--- config.mk ---
export PLATFORM = sky130hd
export DESIGN_NAME = sde_ctrl
export DESIGN_NICKNAME = d
export VERILOG_FILES = /design/src/hdl/sde_pkg.sv /design/src/hdl/sde_ctrl.sv
export SDC_FILE = /design/constraint.sdc
export NUM_CORES = 1
export LEC_CHECK = 0
export BUFFER_PORTS_ARGS = -buffer_cell sky130_fd_sc_hd__clkbuf_2
export CAP_MARGIN = 20
export CELL_PAD_IN_SITES_DETAIL_PLACEMENT = 1
export CELL_PAD_IN_SITES_GLOBAL_PLACEMENT = 1
export CORE_AREA = 5 5 42 44
export CTS_BUF_LIST = sky130_fd_sc_hd__clkbuf_2 sky130_fd_sc_hd__clkbuf_4 sky130_fd_sc_hd__clkbuf_8
export DETAILED_ROUTE_END_ITERATION = 8
export DIE_AREA = 0 0 47 49
export MAX_ROUTING_LAYER = met4
export PLACE_DENSITY_LB_ADDON = 0.1
export SYNTH_ARGS = -nofsm -noshare
export SYNTH_HDL_FRONTEND = slang
export SYNTH_SLANG_ARGS = --single-unit
--- constraint.sdc ---
create_clock -name clk -period 1.45 [get_ports clk]
set_input_delay 0.2175 -clock clk [delete_from_list [all_inputs] [get_ports clk]]
set_output_delay 0.2175 -clock clk [all_outputs]
set_load 0.05 [all_outputs]
--- src/hdl/sde_pkg.sv ---
// Shared types, constants and exponent factor table for the softmax derivative engine.
`timescale 1ns / 1ps
package sde_pkg;

  localparam int SAMPLE_W = 16;
  localparam int EXP_W    = 17;
  localparam int GRAD_W   = 16;
  localparam int INDEX_W  = 6;
  localparam int BIT_CNT_W = 5;
  localparam int EXP_BITS = 12;
  localparam int DIV_BITS = 17;
  localparam logic [EXP_W-1:0] EXP_ONE = 17'h10000;
  localparam logic [SAMPLE_W-1:0] SAMPLE_MIN = 16'h8000;
  localparam logic [GRAD_W-1:0] GRAD_MAX = 16'd16384;

  typedef enum logic [3:0] {
    ST_LOAD,
    ST_EXP_RD,
    ST_EXP_INIT,
    ST_EXP_STEP,
    ST_EXP_WR,
    ST_DIV_RD,
    ST_DIV_MUL,
    ST_DIV_LOAD,
    ST_DIV_STEP,
    ST_OUT
  } state_t;

  typedef struct packed {
    logic load;
    logic exp_init;
    logic exp_step;
    logic exp_wr;
    logic div_mul;
    logic div_load;
    logic div_step;
    logic out_load;
  } cmd_t;

  typedef struct packed {
    logic full;
    logic elem_last;
    logic exp_bit_last;
    logic div_bit_last;
    logic out_free;
  } status_t;

  function automatic logic [15:0] exp_factor(input logic [3:0] b);
    logic [15:0] k;
    case (b)
      4'd0:    k = 16'd65280;
      4'd1:    k = 16'd65026;
      4'd2:    k = 16'd64520;
      4'd3:    k = 16'd63520;
      4'd4:    k = 16'd61565;
      4'd5:    k = 16'd57835;
      4'd6:    k = 16'd51039;
      4'd7:    k = 16'd39750;
      4'd8:    k = 16'd24109;
      4'd9:    k = 16'd8869;
      4'd10:   k = 16'd1200;
      4'd11:   k = 16'd22;
      default: k = 16'd0;
    endcase
    return k;
  endfunction

endpackage

--- src/hdl/sde_ctrl.sv ---
// Sequencing state machine for load, exponent, and divide passes.
`timescale 1ns / 1ps
module sde_ctrl (
  input  logic             clk,
  input  logic             rst,
  input  logic             in_valid,
  input  logic             in_last,
  input  sde_pkg::status_t status,
  output logic             in_ready,
  output sde_pkg::cmd_t    cmd
);
  import sde_pkg::*;

  state_t state, state_next;

  always_ff @(posedge clk) begin
    if (rst) begin
      state <= ST_LOAD;
    end else begin
      state <= state_next;
    end
  end

  always_comb begin
    state_next = state;
    case (state)
      ST_LOAD:     if (in_valid && in_last) state_next = ST_EXP_RD;
      ST_EXP_RD:   state_next = ST_EXP_INIT;
      ST_EXP_INIT: state_next = ST_EXP_STEP;
      ST_EXP_STEP: if (status.exp_bit_last) state_next = ST_EXP_WR;
      ST_EXP_WR:   state_next = status.elem_last ? ST_DIV_RD : ST_EXP_RD;
      ST_DIV_RD:   state_next = ST_DIV_MUL;
      ST_DIV_MUL:  state_next = ST_DIV_LOAD;
      ST_DIV_LOAD: state_next = ST_DIV_STEP;
      ST_DIV_STEP: if (status.div_bit_last) state_next = ST_OUT;
      ST_OUT:      if (status.out_free) state_next = status.elem_last ? ST_LOAD : ST_DIV_RD;
      default:     state_next = ST_LOAD;
    endcase
  end

  always_comb begin
    cmd = '0;
    in_ready = 1'b0;
    case (state)
      ST_LOAD: begin
        in_ready = 1'b1;
        cmd.load = in_valid;
      end
      ST_EXP_INIT: cmd.exp_init = 1'b1;
      ST_EXP_STEP: cmd.exp_step = 1'b1;
      ST_EXP_WR:   cmd.exp_wr = 1'b1;
      ST_DIV_MUL:  cmd.div_mul = 1'b1;
      ST_DIV_LOAD: cmd.div_load = 1'b1;
      ST_DIV_STEP: cmd.div_step = 1'b1;
      ST_OUT:      cmd.out_load = status.out_free;
      default:     cmd = '0;
    endcase
  end

endmodule

==> flow_metrics.py, run 1 <==
metrics = {
    "run_status": {
        "outcome": "finished, violations left",
        "violations": "negative setup slack",
    },
    "clock_tree": {
        "ctsLongestPathBuffers": 2,
        "cts_tree": "done",
        "numCtsBuffers": 3,
        "clkTransAtPathRegs_ns": 0.04,
        "cts_root_buffer": "clkbuf_4",
        "cts_hold_buf": 0,
        "cts_num_sinks": 4,
        "htree_levels": 1,
        "clk_latency_ns": 0.23,
    },
    "global_route": {
        "grt_pass1_wl_um": 1860,
        "antenna_found_initial": 0,
        "grt_pass1_vias": 404,
        "overflow": 0,
        "grt_max_degree": 12,
        "track_usage_pct": 11.5,
    },
    "floorplanning": {
        "start_util_pct": 25.0,
        "rows": 14,
        "die_h_um": 49,
        "core_um2": 1400,
        "die_area_um2": 2300,
        "die_x_um": 47,
        "boundaryPins": 18,
    },
    "finish": {
        "top_register": "state",
        "area_growth_pct": 111,
        "fillers": 163,
        "num_antenna_cells": 0,
        "final_cell_mix": "clkbuf_2, buf_4, buf_8",
        "largest_register_ffs": 4,
        "nets": 82,
        "top_regs": "state (4)",
        "regArea_um2": 95.1,
        "multiInputGateArea_um2": 318,
        "drive_gt1_share_pct": 69.0,
    },
    "power": {
        "power.share.sequential_pct": 18.4,
        "leakage_uw": 0.000306,
        "total_power_uw": 1230,
        "p_clk_share_pct": 10.9,
        "p_sw_uw": 565,
        "p_int_uw": 670,
        "powerDensity_nw_per_um2": 1670,
        "peakVddDrop_uv": 939,
        "power_switching_share_pct": 45.8,
        "p_comb_share_pct": 70.7,
    },
    "detailed_routing": {
        "ant_nets": 0,
        "drc": 0,
        "vias": 417,
        "drtPass1Iterations": 2,
        "detail_route.iter0.violations": 2,
        "routed_wl_um": 1170,
        "via_per_inst": 4.79,
        "routedWlPerCell_um": 13.5,
    },
    "sta": {
        "slew_viol_final": 0,
        "setup_viol": 3,
        "setup_ws_ns": -0.0172,
        "min_period_ns": 1.47,
        "max_slew_margin_pct": 80.6,
        "fin_worst_skew_ns": 0.00299,
        "fin_crit_sh_pct": 101,
        "grt_setup_unrepaired": "true",
        "max_slew.worst_pin.slew_ns": 0.290,
        "fmax_mhz": 682,
        "finalHoldViolCount": 0,
    },
    "critical_path": {
        "reg2reg_setup_slack_ns": 0.04,
        "worst_setup_path_start_kind": "flop",
        "r2r-start": "state[0]",
        "cp.arrival_ns": 1.25,
        "cp-end-kind": "output pin",
        "r2r-end": "state[2]",
        "r2r_cells": 5,
        "critPathMaxFanout": 5,
        "path_class": "flop to output pin",
        "critPathRequiredTime_ns": 1.23,
    },
    "synth": {
        "syn_nets": 53,
        "ys.flop_type": "dfxtp_1",
        "postSynthCellCount": 44,
        "synthDistinctLibCells": 26,
        "avgSynthCellArea_um2": 7.96,
        "ys_seq_elements": 4,
        "ys_async_sr_fraction_pct": 0,
        "yosysSeqAreaShare_pct": 22.9,
        "synthesis.area_um2": 350,
        "synth_enable_flop_cells": 0,
        "yosys_warnings": 0,
    },
    "min_path": {
        "holdPathStages": 2,
        "hold_path.class": "primary input to flop",
        "hp-start": "rst",
        "hold_path_end": "state[1]",
    },
    "place": {
        "io_buffers": 16,
        "routabilityCongestion": 0.738,
        "post-dp-hpwl_um": 831,
        "place_ws_ns": -0.0513,
    },
    "job": {
        "cap_violations": 0,
    },
}
-- cell type report --
class	count	share of cell area (%)
flip-flops and latches	4	12.8
well taps	16	2.70
clock buffers	3	3.04
repair buffers	28	38.0
inverters	1	0.507
multi-input cells	35	42.9
-- cell families after synthesis --
| family | Yosys count | synth area share (%) |
|---|---|---|
| and+or+nand+nor | 23 | 38.9 |
| buffers and inverters | 5 | 9.29 |
| AOI/OAI and AO/OA | 8 | 16.8 |
| DFF | 4 | 22.9 |
| muxes | 2 | 7.14 |
| xor gates and xnor gates | 2 | 5.00 |
-- layer usage --
metal | vias to the layer above | track usage (%) | share of wire [%]
li1 | 213 | - | -
met1 | 189 | 14.5 | 46
met2 | 15 | 16.3 | 46
met3 | 0 | 4.43 | 7.5
met4 | 0 | 4.15 | 0
met5 | - | - | 0
-- cells in the mapped netlist (all sizes together) (2+ instances only) --
cell type | n | area share [%]
buf | 4 | 8.2
nand2b | 4 | 7.1
o21ai | 2 | 2.9
dfxtp | 4 | 23
a21oi | 3 | 4.3
nand2 | 5 | 5.4
nor4b | 2 | 5.0
nor2 | 4 | 4.3
-- how the worst max path moves through the flow --
| stage | startpoint | end | slack (ns) |
|---|---|---|---|
| detailed placement | state[1] | state[2] | -0.05 |
| finish | state[2] | cmd[1] | -0.02 |
| floorplan | state[2] | cmd[7] | -0.26 |
| global route | state[2] | cmd[1] | -0.12 |
| CTS | state[1] | cmd[7] | -0.04 |
| global placement | state[1] | state[2] | -0.03 |
-- timing repair --
item | 4_1_cts | 5_1_grt
resized for setup | 30 | 12
setup buffers | 3 | 2
pin swaps | 5 | 3
endpoints found under the setup margin | 10 | 11
-- critical path, cell delays in order (launching register included) --
cell	delay, ns
dfxtp_4	0.36
buf_6	0.12
nor2_1	0.12
nand2_2	0.11
nor2_2	0.16
buf_8	0.16
-- per-stage QoR --
step	hold WS, ns	std cells	util [%]	instance area, um^2	setup TNS [ns]
floorplan	0.287	44	-	409	-1.34
global placement	0.468	79	37.6	527	-0.0497
detailed placement	0.469	79	37.6	527	-0.0776
CTS	0.210	85	49.6	694	-0.108
global route	0.235	87	52.9	741	-0.604
finish	0.224	87	52.9	741	-0.0419
-- power by group through the flow --
stage / logic (uW) / clock network (uW) / registers, uW
final: 873 / 134 / 228
after global routing: 930 / 155 / 240
after global placement: 654 / 0 / 217
after detailed placement: 654 / 0 / 218
after CTS: 798 / 145 / 228
after floorplan: 596 / 0 / 161
Note: power is estimated with default switching activity, not from simulation.
==> run 2, diff against run 1 <==
--- a/config.mk
+++ b/config.mk
@@ -14,7 +14,7 @@
 export DETAILED_ROUTE_END_ITERATION = 8
 export DIE_AREA = 0 0 47 49
 export MAX_ROUTING_LAYER = met4
-export PLACE_DENSITY_LB_ADDON = 0.1
+export PLACE_DENSITY_LB_ADDON = 0.12
 export SYNTH_ARGS = -nofsm -noshare
 export SYNTH_HDL_FRONTEND = slang
 export SYNTH_SLANG_ARGS = --single-unit
==> run 2 against run 1 <==
Against the previous run:
- the flow still finishes with violations (negative setup slack)
- sequential share of layout area hardly changed
- worst hold slack worse by 0.011 ns
- sequential power is 2% lower
- final cell count is 1.1% lower
- via count is 0.24% higher
- first-iteration DRC count is 100% lower
- clock power is 8% higher
- critical path depth is 2 lower
- fmax is 1.9% lower
- wire length is 5.6% lower
- critical endpoint is now cmd[7]
- largest power group unchanged
==> flow_metrics.py, run 2 (synthesis results as in run 1) <==
metrics = {
    "global_route": {
        "track_usage_pct": 12.3,
        "grt_pass1_vias": 424,
        "grt_max_degree": 11,
        "overflow": 0,
        "grt_pass1_wl_um": 1990,
        "antenna_found_initial": 0,
    },
    "floorplanning": {
        "rows": 14,
        "boundaryPins": 18,
        "die_h_um": 49,
        "die_x_um": 47,
        "die_area_um2": 2300,
        "core_um2": 1400,
        "start_util_pct": 25.0,
    },
    "clock_tree": {
        "htree_levels": 1,
        "clkTransAtPathRegs_ns": 0.04,
        "clk_latency_ns": 0.24,
        "numCtsBuffers": 3,
        "ctsLongestPathBuffers": 2,
        "cts_root_buffer": "clkbuf_4",
        "cts_hold_buf": 0,
        "cts_tree": "done",
        "cts_num_sinks": 4,
    },
    "detailed_routing": {
        "drtPass1Iterations": 1,
        "routedWlPerCell_um": 12.9,
        "detail_route.iter0.violations": 0,
        "routed_wl_um": 1110,
        "drc": 0,
        "vias": 418,
        "ant_nets": 0,
        "via_per_inst": 4.86,
    },
    "place": {
        "routabilityCongestion": 0.715,
        "io_buffers": 16,
        "post-dp-hpwl_um": 874,
    },
    "finish": {
        "top_regs": "state (4)",
        "drive_gt1_share_pct": 68.6,
        "top_register": "state",
        "utilization_pct": 51.4,
        "layout_commonest_cell": "buf_4",
        "area_growth_pct": 106,
        "largest_register_ffs": 4,
        "nets": 81,
        "num_antenna_cells": 0,
        "final_cell_mix": "buf_4, clkbuf_2, buf_6, nand2b_1",
    },
    "critical_path": {
        "critPathRequiredTime_ns": 1.23,
        "slowest_delay_ns": 0.37,
        "cp-end-kind": "output pin",
        "crit_chain": "nor4_4 > and2_4 > clkbuf_16",
        "slowest_stage": "dfxtp_4",
        "worst_setup_path_start_kind": "flop",
        "cp.arrival_ns": 1.28,
        "path_class": "flop to output pin",
        "critPathMaxFanout": 6,
    },
    "power": {
        "total_power_uw": 1220,
        "leakage_uw": 0.000299,
        "powerDensity_nw_per_um2": 1690,
        "peakVddDrop_uv": 694,
    },
    "sta": {
        "finalHoldViolCount": 0,
        "whs_ns": 0.213,
        "fmax_mhz": 668,
        "fin_crit_sh_pct": 103,
        "max_slew_margin_pct": 82.4,
        "fin_tns_setup_ns": -0.0590,
        "fin_worst_skew_ns": 0.00175,
        "setup_viol": 2,
        "slew_viol_final": 0,
        "setup_ws_ns": -0.0463,
        "grt_setup_unrepaired": "true",
        "max_slew.worst_pin.slew_ns": 0.263,
        "min_period_ns": 1.50,
    },
    "run_status": {
        "violations": "negative setup slack",
        "outcome": "finished, violations left",
    },
    "min_path": {
        "hold_path.class": "primary input to flop",
    },
    "job": {
        "cap_violations": 0,
    },
}
[run 2: cell types whose count changed in the layout (fill, tap and decap cells not counted)]
| cell | previous run | this run |
|---|---|---|
| buf_8 | 5 | 0 |
| buf_12 | 0 | 2 |
| buf_6 | 4 | 6 |
| buf_4 | 7 | 8 |
| clkbuf_4 | 4 | 3 |
| dfxtp_2 | 0 | 1 |
| dfxtp_4 | 4 | 3 |
| nor2_2 | 1 | 2 |
| nor2_4 | 1 | 0 |
[run 2: path summary, 6_finish.rpt]
kind                 start  endpoint  slack (ns)  depth (start not counted)
setup / recovery  state[2]    cmd[7]       -0.05                          3
hold / removal         rst  state[3]        0.21                          2
setup reg to reg  state[2]  state[2]        0.07                          5
hold reg to reg   state[0]  state[0]        0.65                          3
[run 2: stage by stage]
stage               worst slack [ns]  cell area [um^2]  std cells
floorplan                     -0.263               409         44
CTS                          -0.0464               702         86
detailed placement           -0.0375               564         80
global route                 -0.0935               721         86
finish                       -0.0463               721         86
global placement             -0.0103               564         80
[run 2: layout make-up]
cell class	instances	area, um^2
inverters	1	3.75
fillers	165	681
repair buffers	27	269
flip-flops and latches	4	92.6
multi-input cells	35	313
well taps	16	20.0
clock buffers	3	22.5
[run 2: timing repair]
| action | in CTS | in global routing |
|---|---|---|
| resized for setup | 24 | 9 |
| buffers inserted | 3 | 0 |
| pin swaps | 2 | 3 |
| endpoints found under the setup margin | 10 | 10 |
[run 2: where the power goes]
part,switching (uW),total [uW],leakage [uW],internal (uW)
Combinational,440,848,0.000250,408
Clock,52.4,145,0.0000138,93.0
Sequential,71.8,223,0.0000352,151
Total,564,1220,0.000299,652
[run 2: critical path: cells and delay by family (launching register included)]
| kind | cells | cell delay, ns |
|---|---|---|
| DFF | 1 | 0.37 |
| and+or+nand+nor | 2 | 0.52 |
| buffers and inverters | 1 | 0.15 |
[run 2: layer usage]
layer,vias to the layer above,GRT usage (%),wire [um]
li1,209,-,-
met1,191,14.7,464
met2,16,17.9,532
met3,2,6.64,101
met4,0,2.76,6
met5,-,-,0
==> run 3, diff against run 2 <==
--- a/config.mk
+++ b/config.mk
@@ -9,10 +9,11 @@
 export CAP_MARGIN = 20
 export CELL_PAD_IN_SITES_DETAIL_PLACEMENT = 1
 export CELL_PAD_IN_SITES_GLOBAL_PLACEMENT = 1
-export CORE_AREA = 5 5 42 44
+export CORE_AREA = 2 2 39 41
 export CTS_BUF_LIST = sky130_fd_sc_hd__clkbuf_2 sky130_fd_sc_hd__clkbuf_4 sky130_fd_sc_hd__clkbuf_8
 export DETAILED_ROUTE_END_ITERATION = 8
-export DIE_AREA = 0 0 47 49
+export DIE_AREA = 0 0 41 43
+export GPL_ROUTABILITY_DRIVEN = 1
 export MAX_ROUTING_LAYER = met4
 export PLACE_DENSITY_LB_ADDON = 0.12
 export SYNTH_ARGS = -nofsm -noshare
==> run 3 against run 2 <==
Against the previous run:
- the flow still finishes with violations (negative setup slack)
- clock skew shrank 0.00053 ns
- critical path type unchanged
- via count is 5.0% higher
- critical path depth is the same
==> flow_metrics.py, run 3 (synthesis results as in run 1) <==
metrics = {
    "global_route": {
        "grt_pass1_wl_um": 1880,
        "overflow": 0,
        "antenna_found_initial": 0,
        "grt_pass1_vias": 438,
        "track_usage_pct": 15.9,
        "met3_usage_pct": 6.28,
        "grtUsageMet2_pct": 26.3,
        "grt_max_degree": 10,
        "use_met1_pct": 18.8,
        "busiest_layer": "met2",
    },
    "finish": {
        "multiInputGateArea_um2": 322,
        "regArea_um2": 95.1,
        "final_cell_mix": "buf_4, clkbuf_2",
        "area_growth_pct": 109,
        "drive_gt1_share_pct": 71.8,
        "top_regs": "state (4)",
        "top_register": "state",
        "layout_commonest_cell": "buf_4",
        "num_antenna_cells": 0,
        "largest_register_ffs": 4,
        "fillers": 156,
        "nets": 82,
    },
    "sta": {
        "min_period_ns": 1.47,
        "grt_setup_unrepaired": "true",
        "max_slew.worst_pin.slew_ns": 0.242,
        "fin_crit_sh_pct": 102,
        "slew_viol_final": 0,
        "fin_worst_skew_ns": 0.00121,
        "fmax_mhz": 679,
        "setup_ws_ns": -0.0232,
        "whs_ns": 0.215,
        "setup_viol": 2,
        "fin_tns_setup_ns": -0.0295,
        "finalHoldViolCount": 0,
        "max_slew_margin_pct": 83.7,
    },
    "place": {
        "io_buffers": 16,
        "post-dp-hpwl_um": 851,
        "routabilityCongestion": 0.655,
    },
    "power": {
        "leakage_uw": 0.000307,
        "powerDensity_nw_per_um2": 1750,
        "peakVddDrop_uv": 962,
    },
    "floorplanning": {
        "die_h_um": 43,
        "rows": 14,
        "boundaryPins": 18,
        "die_area_um2": 1760,
        "die_x_um": 41,
        "start_util_pct": 25.3,
        "core_um2": 1380,
    },
    "clock_tree": {
        "cts_num_sinks": 4,
        "cts_tree": "done",
        "cts_root_buffer": "clkbuf_4",
        "numCtsBuffers": 3,
        "clkTransAtPathRegs_ns": 0.04,
        "ctsLongestPathBuffers": 2,
        "htree_levels": 1,
        "clk_latency_ns": 0.23,
        "cts_hold_buf": 0,
    },
    "critical_path": {
        "worst_setup_path_start_kind": "flop",
        "cp-end-kind": "output pin",
        "cp.arrival_ns": 1.26,
        "path_class": "flop to output pin",
        "critPathRequiredTime_ns": 1.23,
        "critPathMaxFanout": 9,
    },
    "min_path": {
        "hold_path.class": "primary input to flop",
    },
    "detailed_routing": {
        "ant_nets": 0,
        "routedWlPerCell_um": 13.3,
        "drtPass1Iterations": 3,
        "routed_wl_um": 1150,
        "drc": 0,
        "detail_route.iter0.violations": 5,
        "via_per_inst": 5.05,
        "vias": 439,
    },
    "job": {
        "cap_violations": 0,
    },
    "run_status": {
        "violations": "negative setup slack",
        "outcome": "finished, violations left",
    },
}
-- run 3: final cells by class --
type	instances	area share (%)
multi-input combinational	35	44.0
timing repair buffer	28	36.6
sequential	4	13.0
clock buffer	3	3.08
tap	16	2.74
inverter	1	0.514
-- run 3: timing repair --
item / in CTS / in global routing
setup endpoints to repair: 10 / 10
endpoints found under the hold margin: 0 / 0
buffers inserted: 3 / 1
pin swaps: 3 / 5
resized for setup: 29 / 12
-- run 3: per-layer routing --
metal | part of all wire (%) | vias to the layer above
met5 | 0 | -
met4 | 0 | 0
met3 | 6.9 | 0
met2 | 51 | 16
met1 | 42 | 211
li1 | - | 212
-- run 3: worst max-delay path, stage by stage, from the launching register on --
cell       delay (ns)
dfxtp_4          0.38
nor4_4           0.30
and2_4           0.20
clkbuf_16        0.15
-- run 3: worst paths after layout --
path,slack (ns),start,depth (start not counted),endpoint
worst max-delay path,-0.02,state[1],3,cmd[7]
worst min-delay path,0.21,rst,2,state[3]
worst max register to register,0.09,state[0],6,state[2]
worst min register to register,0.66,state[0],3,state[0]
-- run 3: per-stage QoR --
stage | total power [uW] | setup WS, ns | cell area (um^2) | instances | util [%]
floorplan | 757 | -0.263 | 409 | 44 | -
global placement | 888 | -0.0226 | 534 | 80 | 38.6
detailed placement | 895 | -0.0359 | 534 | 80 | 38.6
CTS | 1220 | -0.0258 | 692 | 86 | 50.0
global route | 1350 | -0.0935 | 731 | 87 | 52.8
finish | 1280 | -0.0232 | 731 | 87 | 52.8
-- run 3: report_power, final --
group	switching, uW	internal, uW
combinational	461	450
sequential	74.3	157
clock	44.8	92.5
total	580	700
